`config.mk`:
```
export PLATFORM = sky130hd
export DESIGN_NAME = mpls_ctrl
export DESIGN_NICKNAME = d
export VERILOG_FILES = /design/src/hdl/mpls_pkg.sv /design/src/hdl/mpls_ctrl.sv
export SDC_FILE = /design/constraint.sdc
export NUM_CORES = 1
export LEC_CHECK = 0
export BUFFER_PORTS_ARGS = -buffer_cell sky130_fd_sc_hd__buf_2
export CAP_MARGIN = 20
export CORE_MARGIN = 10
export CORE_UTILIZATION = 29
export DETAILED_ROUTE_END_ITERATION = 6
export PLACE_DENSITY = 0.55
export REMOVE_ABC_BUFFERS = 1
export SLEW_MARGIN = 20
export SYNTH_ARGS = -nofsm -noshare
export SYNTH_HDL_FRONTEND = slang
export SYNTH_SLANG_ARGS = --single-unit
```
`constraint.sdc`:
```
create_clock -name i_clk -period 2.8 [get_ports i_clk]
set_clock_uncertainty 0.1 [all_clocks]
set_input_delay 0.84 -clock i_clk [delete_from_list [all_inputs] [get_ports i_clk]]
set_output_delay 0.84 -clock i_clk [all_outputs]
set_load 0.05 [all_outputs]
```
`src/hdl/mpls_pkg.sv`:
```
// ----------------------------------------------------------------------------
// mpls_pkg: shared types and constants of the motor power limit scaler
// Widths, register indexes, controller states, multiplier operations and
// the command and status groups between controller and datapath.
// ----------------------------------------------------------------------------
`timescale 1ns / 1ps

package mpls_pkg;

    // Samples per mean of modeled power; the mean is formed by a shift.
    localparam int AVERAGE_WINDOW = 64;
    localparam int WIN_SHIFT      = $clog2(AVERAGE_WINDOW);

    localparam int COEF_W = 48;
    localparam int ACC_W  = 96;
    localparam int Q_W    = 40;
    localparam int DISC_W = 84;
    localparam int ROOT_W = 42;

    localparam int SQRT_STEPS = ROOT_W;
    localparam int DIV_STEPS  = 15;

    localparam logic [15:0] SCALE_ONE = 16'd32768;
    localparam logic [15:0] TOL_RESET = 16'd1280;

    // Configuration register indexes.
    localparam logic [2:0] CFG_COEF_CONSTANT   = 3'd0;
    localparam logic [2:0] CFG_COEF_CURRENT    = 3'd1;
    localparam logic [2:0] CFG_COEF_SPEED      = 3'd2;
    localparam logic [2:0] CFG_COEF_CROSS      = 3'd3;
    localparam logic [2:0] CFG_COEF_CURRENT_SQ = 3'd4;
    localparam logic [2:0] CFG_COEF_SPEED_SQ   = 3'd5;
    localparam logic [2:0] CFG_MATCH_TOL       = 3'd6;

    // Operations of the shared multiplier, issued in this order.
    typedef enum logic [4:0] {
        MUL_CS, MUL_CC, MUL_SS, MUL_K1I, MUL_K2W,
        MUL_K3_HI, MUL_K3_LO, MUL_K4_HI, MUL_K4_LO, MUL_K5_HI, MUL_K5_LO,
        MUL_AC0, MUL_AC1, MUL_AC2, MUL_BB0, MUL_BB1, MUL_BB2
    } t_mul_op;

    typedef enum logic [3:0] {
        ST_IDLE, ST_MUL, ST_MUL_DRAIN, ST_TOTAL, ST_MODEL, ST_MATCH, ST_DECIDE,
        ST_DMUL, ST_DMUL_DRAIN, ST_DISC, ST_CHECK, ST_SQRT, ST_DIV_CHECK,
        ST_DIV, ST_SCALE, ST_OUT
    } t_state;

    typedef struct packed {
        logic signed [15:0] motor_current;
        logic signed [15:0] motor_speed;
        logic [19:0]        measured_power;
        logic [19:0]        power_target;
    } t_in_item;

    typedef struct packed {
        logic [15:0]        speed_scale;
        logic signed [23:0] predicted_power;
        logic               model_matches;
    } t_out_item;

    typedef struct packed {
        logic    load;
        logic    mul_en;
        t_mul_op mul_op;
        logic    total_en;
        logic    model_en;
        logic    match_en;
        logic    disc_en;
        logic    sqrt_init;
        logic    sqrt_step;
        logic    div_init;
        logic    div_step;
        logic    scale_one;
        logic    scale_div;
        logic    out_load;
    } t_dp_cmd;

    typedef struct packed {
        logic match;
        logic over_target;
        logic disc_ok;
        logic div_sat;
        logic out_free;
    } t_dp_stat;

endpackage

```
`src/hdl/mpls_ctrl.sv`:
```
// ----------------------------------------------------------------------------
// mpls_ctrl: sequencer of the motor power limit scaler
// Steps the datapath through model products, averaging, the quadratic
// solve (square root and division) and the hand-off to the output register.
// ----------------------------------------------------------------------------
`timescale 1ns / 1ps

module mpls_ctrl import mpls_pkg::*; (
    input  logic     i_clk,
    input  logic     i_rst_n,
    input  logic     i_in_fire,
    input  t_dp_stat i_stat,
    output logic     o_in_ready,
    output t_dp_cmd  o_cmd
);

    t_state     r_state, n_state;
    t_mul_op    r_op, n_op;
    logic [5:0] r_cnt, n_cnt;

    // State, operation and step counter registers.
    always_ff @(posedge i_clk) begin
        if (!i_rst_n) begin
            r_state <= ST_IDLE;
            r_op    <= MUL_CS;
            r_cnt   <= '0;
        end else begin
            r_state <= n_state;
            r_op    <= n_op;
            r_cnt   <= n_cnt;
        end
    end

    // Next state.
    always_comb begin
        n_state = r_state;
        n_op    = r_op;
        n_cnt   = r_cnt;
        case (r_state)
            ST_IDLE: begin
                if (i_in_fire) begin
                    n_state = ST_MUL;
                    n_op    = MUL_CS;
                end
            end
            ST_MUL: begin
                if (r_op == MUL_K5_LO) n_state = ST_MUL_DRAIN;
                else n_op = t_mul_op'(5'(r_op + 5'd1));
            end
            ST_MUL_DRAIN: n_state = ST_TOTAL;
            ST_TOTAL:     n_state = ST_MODEL;
            ST_MODEL:     n_state = ST_MATCH;
            ST_MATCH:     n_state = ST_DECIDE;
            ST_DECIDE: begin
                if (i_stat.match && i_stat.over_target) begin
                    n_state = ST_DMUL;
                    n_op    = MUL_AC0;
                end else begin
                    n_state = ST_OUT;
                end
            end
            ST_DMUL: begin
                if (r_op == MUL_BB2) n_state = ST_DMUL_DRAIN;
                else n_op = t_mul_op'(5'(r_op + 5'd1));
            end
            ST_DMUL_DRAIN: n_state = ST_DISC;
            ST_DISC:       n_state = ST_CHECK;
            ST_CHECK: begin
                n_cnt   = '0;
                n_state = i_stat.disc_ok ? ST_SQRT : ST_OUT;
            end
            ST_SQRT: begin
                if (r_cnt == 6'(SQRT_STEPS - 1)) n_state = ST_DIV_CHECK;
                else n_cnt = r_cnt + 6'd1;
            end
            ST_DIV_CHECK: begin
                n_cnt   = '0;
                n_state = i_stat.div_sat ? ST_OUT : ST_DIV;
            end
            ST_DIV: begin
                if (r_cnt == 6'(DIV_STEPS - 1)) n_state = ST_SCALE;
                else n_cnt = r_cnt + 6'd1;
            end
            ST_SCALE: n_state = ST_OUT;
            ST_OUT: begin
                if (i_stat.out_free) n_state = ST_IDLE;
            end
            default: n_state = ST_IDLE;
        endcase
    end

    // Datapath commands.
    always_comb begin
        o_cmd        = '0;
        o_cmd.mul_op = r_op;
        o_in_ready   = 1'b0;
        case (r_state)
            ST_IDLE: begin
                o_in_ready = 1'b1;
                o_cmd.load = i_in_fire;
            end
            ST_MUL:   o_cmd.mul_en   = 1'b1;
            ST_TOTAL: o_cmd.total_en = 1'b1;
            ST_MODEL: o_cmd.model_en = 1'b1;
            ST_MATCH: o_cmd.match_en = 1'b1;
            ST_DECIDE: begin
                o_cmd.scale_one = i_stat.match && !i_stat.over_target;
            end
            ST_DMUL:      o_cmd.mul_en    = 1'b1;
            ST_DISC:      o_cmd.disc_en   = 1'b1;
            ST_CHECK:     o_cmd.sqrt_init = i_stat.disc_ok;
            ST_SQRT:      o_cmd.sqrt_step = 1'b1;
            ST_DIV_CHECK: begin
                o_cmd.scale_one = i_stat.div_sat;
                o_cmd.div_init  = !i_stat.div_sat;
            end
            ST_DIV:   o_cmd.div_step  = 1'b1;
            ST_SCALE: o_cmd.scale_div = 1'b1;
            ST_OUT:   o_cmd.out_load  = i_stat.out_free;
            default: begin
                o_cmd = '0;
            end
        endcase
    end

endmodule

```
==> results.md, run 1 <==
* TritonCTS Buffers at 3
* Share of cells above drive strength 1 at 27.3%
* CTS H-tree lvls at 1
* Antenna violations before repair at 1
* Top-area cell type share of the netlist area at 24.1%
* Power, Total at 0.712 mW
* Worst setup SP type: register
* # setup viols final at 0
* Setup TNS at 0 ns
* Critical-path cell list: or4_4 -> inv_2 -> and2_1 -> buf_2
* Slowest-stage cell, CP: or4_4
* Outcome: completed
* Max_cap viols at 0
* Via density per instance at 5.09
* Clock Latency Late Sink at 0.25 ns
* Number of global-route vias before repair at 1125
* Rows at 23
* Clock slew at reported path FFs at 0.06 ns
* Worst flop-to-flop path startpoint: r_state[0]
* Worst Tran Pin Value at 0.522 ns
* Die width at 85.6 um
* Tmin final at 2.62 ns
* Crit path capture type: output port
* Reg-to-Reg End: r_state[1]
* CP bufs+invs at 2
* Top-count cell post-synth: nand2_1
* Clock Path Buffers at 2
* Total number of vias at 1185
* R2R setup slack at 0.65 ns
* Routed Antenna Nets at 0
* Share of the yosys chip area belonging to registers at 24.1%
* Die area at 7320 sq um
* DP HPWL at 2540 um
* PwrDens at 481 nW/um^2
* Area leader, netlist: dfxtp_1
* Pre-Repair DR Iteration Count at 4
* Final net count at 198
* Slew Limit Headroom at 65.1%
* Max incr delay on CP at 0.54 ns
* Grt ovf at 0
* CTS tree: done
* Antenna cells at 0
* Max VDD drop at 0.245 mV
* Top post-synthesis cells by area: dfxtp_1, ha_1, and2_1
* Clk root buf: clkbuf_8
* Post-route design area at 1480 sq um
* CP max FO at 9
* Post-Syn Area per Cell at 8.15 sq um
* CP Data Arrival Time at 1.68 ns
* Fmax at 382 MHz
* Global-route wire length before repair at 5400 um
* Ports at 27
* Post-synth top flop: dfxtp_1
* Final Cycle Share at 93.6%
* Worst R2R Path Depth at 6
* Hold Fails Final Rpt at 0
* Die Ht at 85.6 um
* Unrepaired setup endpoints after global routing: false
* Max-slew violation count at 0
* Clock net sink count at 15
* CP required at 1.86 ns
* Top Family by Delay on Critical Path: simple AND/OR/NAND/NOR gates
* Gr usage total at 8.66%
* Final Util at 36.2%
* Critical path type: register to output port
* CP Capture Point: o_cmd[17]
* YS warnings at 0
* Filler instances at 447
* Placer congestion estimate at 0.766
* Residual DRC at 0
* Leakage power at 0.608 nW
* Commonest cells post-synth: nand2_1, dfxtp_1, nor2_1
* I/O Buffers at 26
* Post-CTS Hold Buffers at 0
* Crit path depth at 4
* Netlist cell types at 49
* Final WL at 3200 um
* Initial DRC Count at 92
* Synth async-reset ratio at 0%
* DP Area at 1430 sq um
* Wire per inst at 13.7 um
* Crit. Startpoint: r_state[0]
* Post-synth EDFFs at 0
* Synthesized area at 1250 sq um
* Initial Util at 30.5%
* Largest net degree at the start of global routing at 16
* Cell count after synthesis at 153
* Core Region at 4090 sq um
* Worst Hold Class: register to register
* Area grow syn2layout at 18.8%
* FF+latch count, synth at 15
==> per-stage QoR <==
step / hold WS (ns) / std cells / setup WS [ns]
final: 0.419 / 233 / 0.179
after global routing: 0.469 / 233 / 0.0986
after CTS: 0.427 / 233 / 0.0942
after detailed placement: 0.413 / 229 / 0.210
after global placement: 0.407 / 229 / 0.215
after floorplan: 0.379 / 147 / -0.396
==> cells in the final DEF (no fill, tap or decap), drive strengths merged, types with 2 or more instances in the layout <==
cell type	n
ha	6
dfxtp	15
nor3	6
o21ai	2
nand2	16
xnor2	4
nand4	3
xor2	3
a31oi	2
nor4b	2
nand2b	5
a311oi	3
o22ai	2
a21oi	6
inv	10
nand3	5
clkbuf	4
and2	10
and4bb	4
nor2	15
o32ai	2
nor2b	2
o211ai	2
a211oi	5
nor3b	2
or4	2
and3	2
buf	32
==> how the worst min path moves through the flow <==
stage                         from        to  slack, ns  cells past startpoint
after floorplan           r_cnt[3]  r_cnt[3]       0.38                      2
after global placement    r_cnt[5]  r_cnt[5]       0.41                      2
after detailed placement  r_cnt[3]  r_cnt[3]       0.41                      2
after CTS                 r_cnt[3]  r_cnt[3]       0.43                      2
after global routing       r_op[4]   r_op[4]       0.47                      2
final                     r_cnt[3]  r_cnt[3]       0.42                      2
==> sequential cells by signal (all words and copies together), names as in the netlist <==
signal,flops
r_cnt,6
r_op,5
r_state,4
==> routing by layer <==
metal | vias up | share of wire [%] | global-route usage (%)
met5 | - | 0.22 | 0
met4 | 2 | 1.2 | 2.54
met3 | 6 | 5.9 | 3.41
met2 | 20 | 46 | 14.1
met1 | 541 | 47 | 10.2
li1 | 616 | - | -
==> tightest hold or removal path: stages, from the launching register on <==
cell and delay, ns:
dfxtp_1 0.33, o211ai_1 0.09, nand2_1 0.05
==> logic make-up after synthesis <==
| group | share of synthesized area [%] |
|---|---|
| simple gates | 36.9 |
| compound gates | 20.1 |
| fa+ha+maj | 6.02 |
| flops | 24.1 |
| buf+inv | 7.03 |
| mux | 0.904 |
| xor+xnor | 4.92 |
==> layout make-up <==
class,instances,area [sq um],area share (%)
inverters,10,37.5,2.54
multi-input cells,122,858,58.0
clock buffers,4,45.0,3.04
repair buffers,32,175,11.8
flip-flops and latches,15,302,20.4
well taps,50,62.6,4.23
==> where the power goes <==
group	switching [mW]	internal, mW
Clock	0.0772	0.101
Sequential	0.0234	0.228
Combinational	0.181	0.102
Total	0.282	0.431
==> repair_timing <==
item / in CTS / in global routing
endpoints found under the setup margin: 0 / 3
buffers inserted: 0 / 0
resized for setup: 0 / 1
Note: power is estimated with default switching activity, not from simulation.
==> run 2, diff against run 1 <==
--- a/config.mk
+++ b/config.mk
@@ -12,6 +12,7 @@
 export DETAILED_ROUTE_END_ITERATION = 6
 export PLACE_DENSITY = 0.55
 export REMOVE_ABC_BUFFERS = 1
+export SETUP_SLACK_MARGIN = 0.5
 export SLEW_MARGIN = 20
 export SYNTH_ARGS = -nofsm -noshare
 export SYNTH_HDL_FRONTEND = slang
==> run 2 against run 1 <==
Net effect:
- power rose by 16%
- critical path depth rose by 2
- clock power barely moved
- hold slack improved by 0.0028 ns
- die area did not move
==> results.md, run 2 (synthesized netlist as in run 1, its figures left out) <==
* Outcome: completed
* Core Region at 4090 sq um (unchanged)
* Clock net sink count at 15 (unchanged)
* CP max FO at 3 (-6)
* Hold Fails Final Rpt at 0 (unchanged)
* CP Data Arrival Time at 1.69 ns (about the same)
* Grt ovf at 0 (unchanged)
* Number of global-route vias before repair at 1275 (+13%)
* Die Ht at 85.6 um (unchanged)
* Placer congestion estimate at 0.766 (unchanged)
* Largest register FFs at 6 (unchanged)
* Worst setup SP type: primary input
* Wire per inst at 15.7 um (+14%)
* Worst Tran Pin Value at 0.496 ns (-0.0263 ns)
* CP required at 1.86 ns (about the same)
* Final cell count without fillers at 250 (+7.3%)
* Clock Path Buffers at 2 (unchanged)
* Area grow syn2layout at 52.9%
* Setup TNS at 0 ns (unchanged)
* Gr usage total at 9.48% (+0.82 points)
* CTS H-tree lvls at 1 (unchanged)
* Leakage power at 0.771 nW (+27%)
* Hold WS at 0.421 ns (+0.00283 ns)
* Share of cells above drive strength 1 at 47.5% (+20 points)
* Final WL at 3920 um (+23%)
* Placed cell count at 229 (unchanged)
* Max_cap viols at 0 (unchanged)
* Pre-Repair DR Iteration Count at 4 (unchanged)
* Most frequent cells in the layout: buf_4, buf_6, nand2_1
* Rows at 23 (unchanged)
* Residual DRC at 0 (unchanged)
* Worst Hold Class: register to register
* # setup viols final at 0 (unchanged)
* Total number of vias at 1326 (+12%)
* Ports at 27 (unchanged)
* Final net count at 215 (+8.6%)
* Global-route wire length before repair at 5900 um (+9.3%)
* Clock Latency Late Sink at 0.25 ns (about the same)
* TritonCTS Buffers at 3 (unchanged)
* DP HPWL at 2540 um (unchanged)
* PwrDens at 434 nW/um^2 (-9.7%)
* Final Cycle Share at 93.8% (+0.20 points)
* Unrepaired setup endpoints after global routing: true
* Tmin final at 2.63 ns (+0.00572 ns)
* Max VDD drop at 0.250 mV (+2.0%)
* Crit path capture type: output port
* Slew Limit Headroom at 66.9% (+1.8 points)
* Power, Total at 0.828 mW (+16%)
* Die width at 85.6 um (unchanged)
* Die area at 7320 sq um (unchanged)
* Initial Util at 30.5% (unchanged)
* Routed Antenna Nets at 0 (unchanged)
* I/O Buffers at 26 (unchanged)
* Clk root buf: clkbuf_8
* Critical path type: primary input to output port
* Clock slew at reported path FFs at 0.06 ns (about the same)
* Fmax at 381 MHz (-0.22%)
* Most common cell after layout, fill and taps aside: buf_4
* Antenna violations before repair at 1 (unchanged)
* Top reg by flops: r_cnt
* Antenna cells at 0 (unchanged)
* Initial DRC Count at 68 (-26%)
* Largest registers: r_cnt (6), r_op (5), r_state (4)
* Largest net degree at the start of global routing at 15 (-1)
* CTS tree: done
* Via density per instance at 5.30 (+4.3%)
* Max-slew violation count at 0 (unchanged)
-- run 2: cell types whose count changed in the layout (fill, tap and decap cells not counted), sizes merged --
cell	previous run	this run
buf	32	49
-- run 2: path summary, 6_finish.rpt --
check | slack (ns) | to | from | cells after the start
max | 0.17 | o_cmd[2] | i_stat[1] | 6
min | 0.42 | r_cnt[3] | r_cnt[3] | 2
max reg2reg | 0.65 | r_cnt[3] | r_state[1] | 8
min reg2reg | 0.42 | r_cnt[3] | r_cnt[3] | 2
-- run 2: per-stage QoR --
step / worst slack, ns / instance area (sq um) / util (%)
floorplan: -0.396 / 1200 / -
global route: 0.131 / 1910 / 46.6
detailed placement: 0.210 / 1430 / 35.1
CTS: 0.264 / 1700 / 41.7
global placement: 0.215 / 1430 / 35.1
finish: 0.174 / 1910 / 46.6
-- run 2: where the power goes --
group          total [mW]  switching (mW)  internal, mW
sequential          0.252          0.0237         0.229
clock               0.180          0.0790         0.101
combinational       0.396           0.217         0.179
total               0.828           0.320         0.508
-- run 2: area by class of cell --
class / instances / area, sq um
repair buffers: 49 / 460
clock buffers: 4 / 45.0
flip-flops and latches: 15 / 313
fillers: 394 / 2180
well taps: 50 / 62.6
multi-input cells: 122 / 985
inverters: 10 / 40.0
-- run 2: timing repair --
action	4_1_cts	5_1_grt
resized for setup	46	49
hold buffers	0	0
endpoints found under the setup margin	19	21
endpoints found under the hold margin	0	0
buffers inserted	11	6
pin swaps	4	9
cloned	0	0
-- run 2: routing by layer --
metal	global-route usage (%)	part of all wire, %
met1	10.8	42
met2	16.1	51
met3	3.50	5.0
met4	2.69	1.7
met5	0	0.18
-- run 2: critical path, stage by stage --
cell	delay, ns
buf_2	0.12
nand2_1	0.07
nor2_1	0.15
a21oi_2	0.05
nor3b_2	0.25
buf_6	0.21
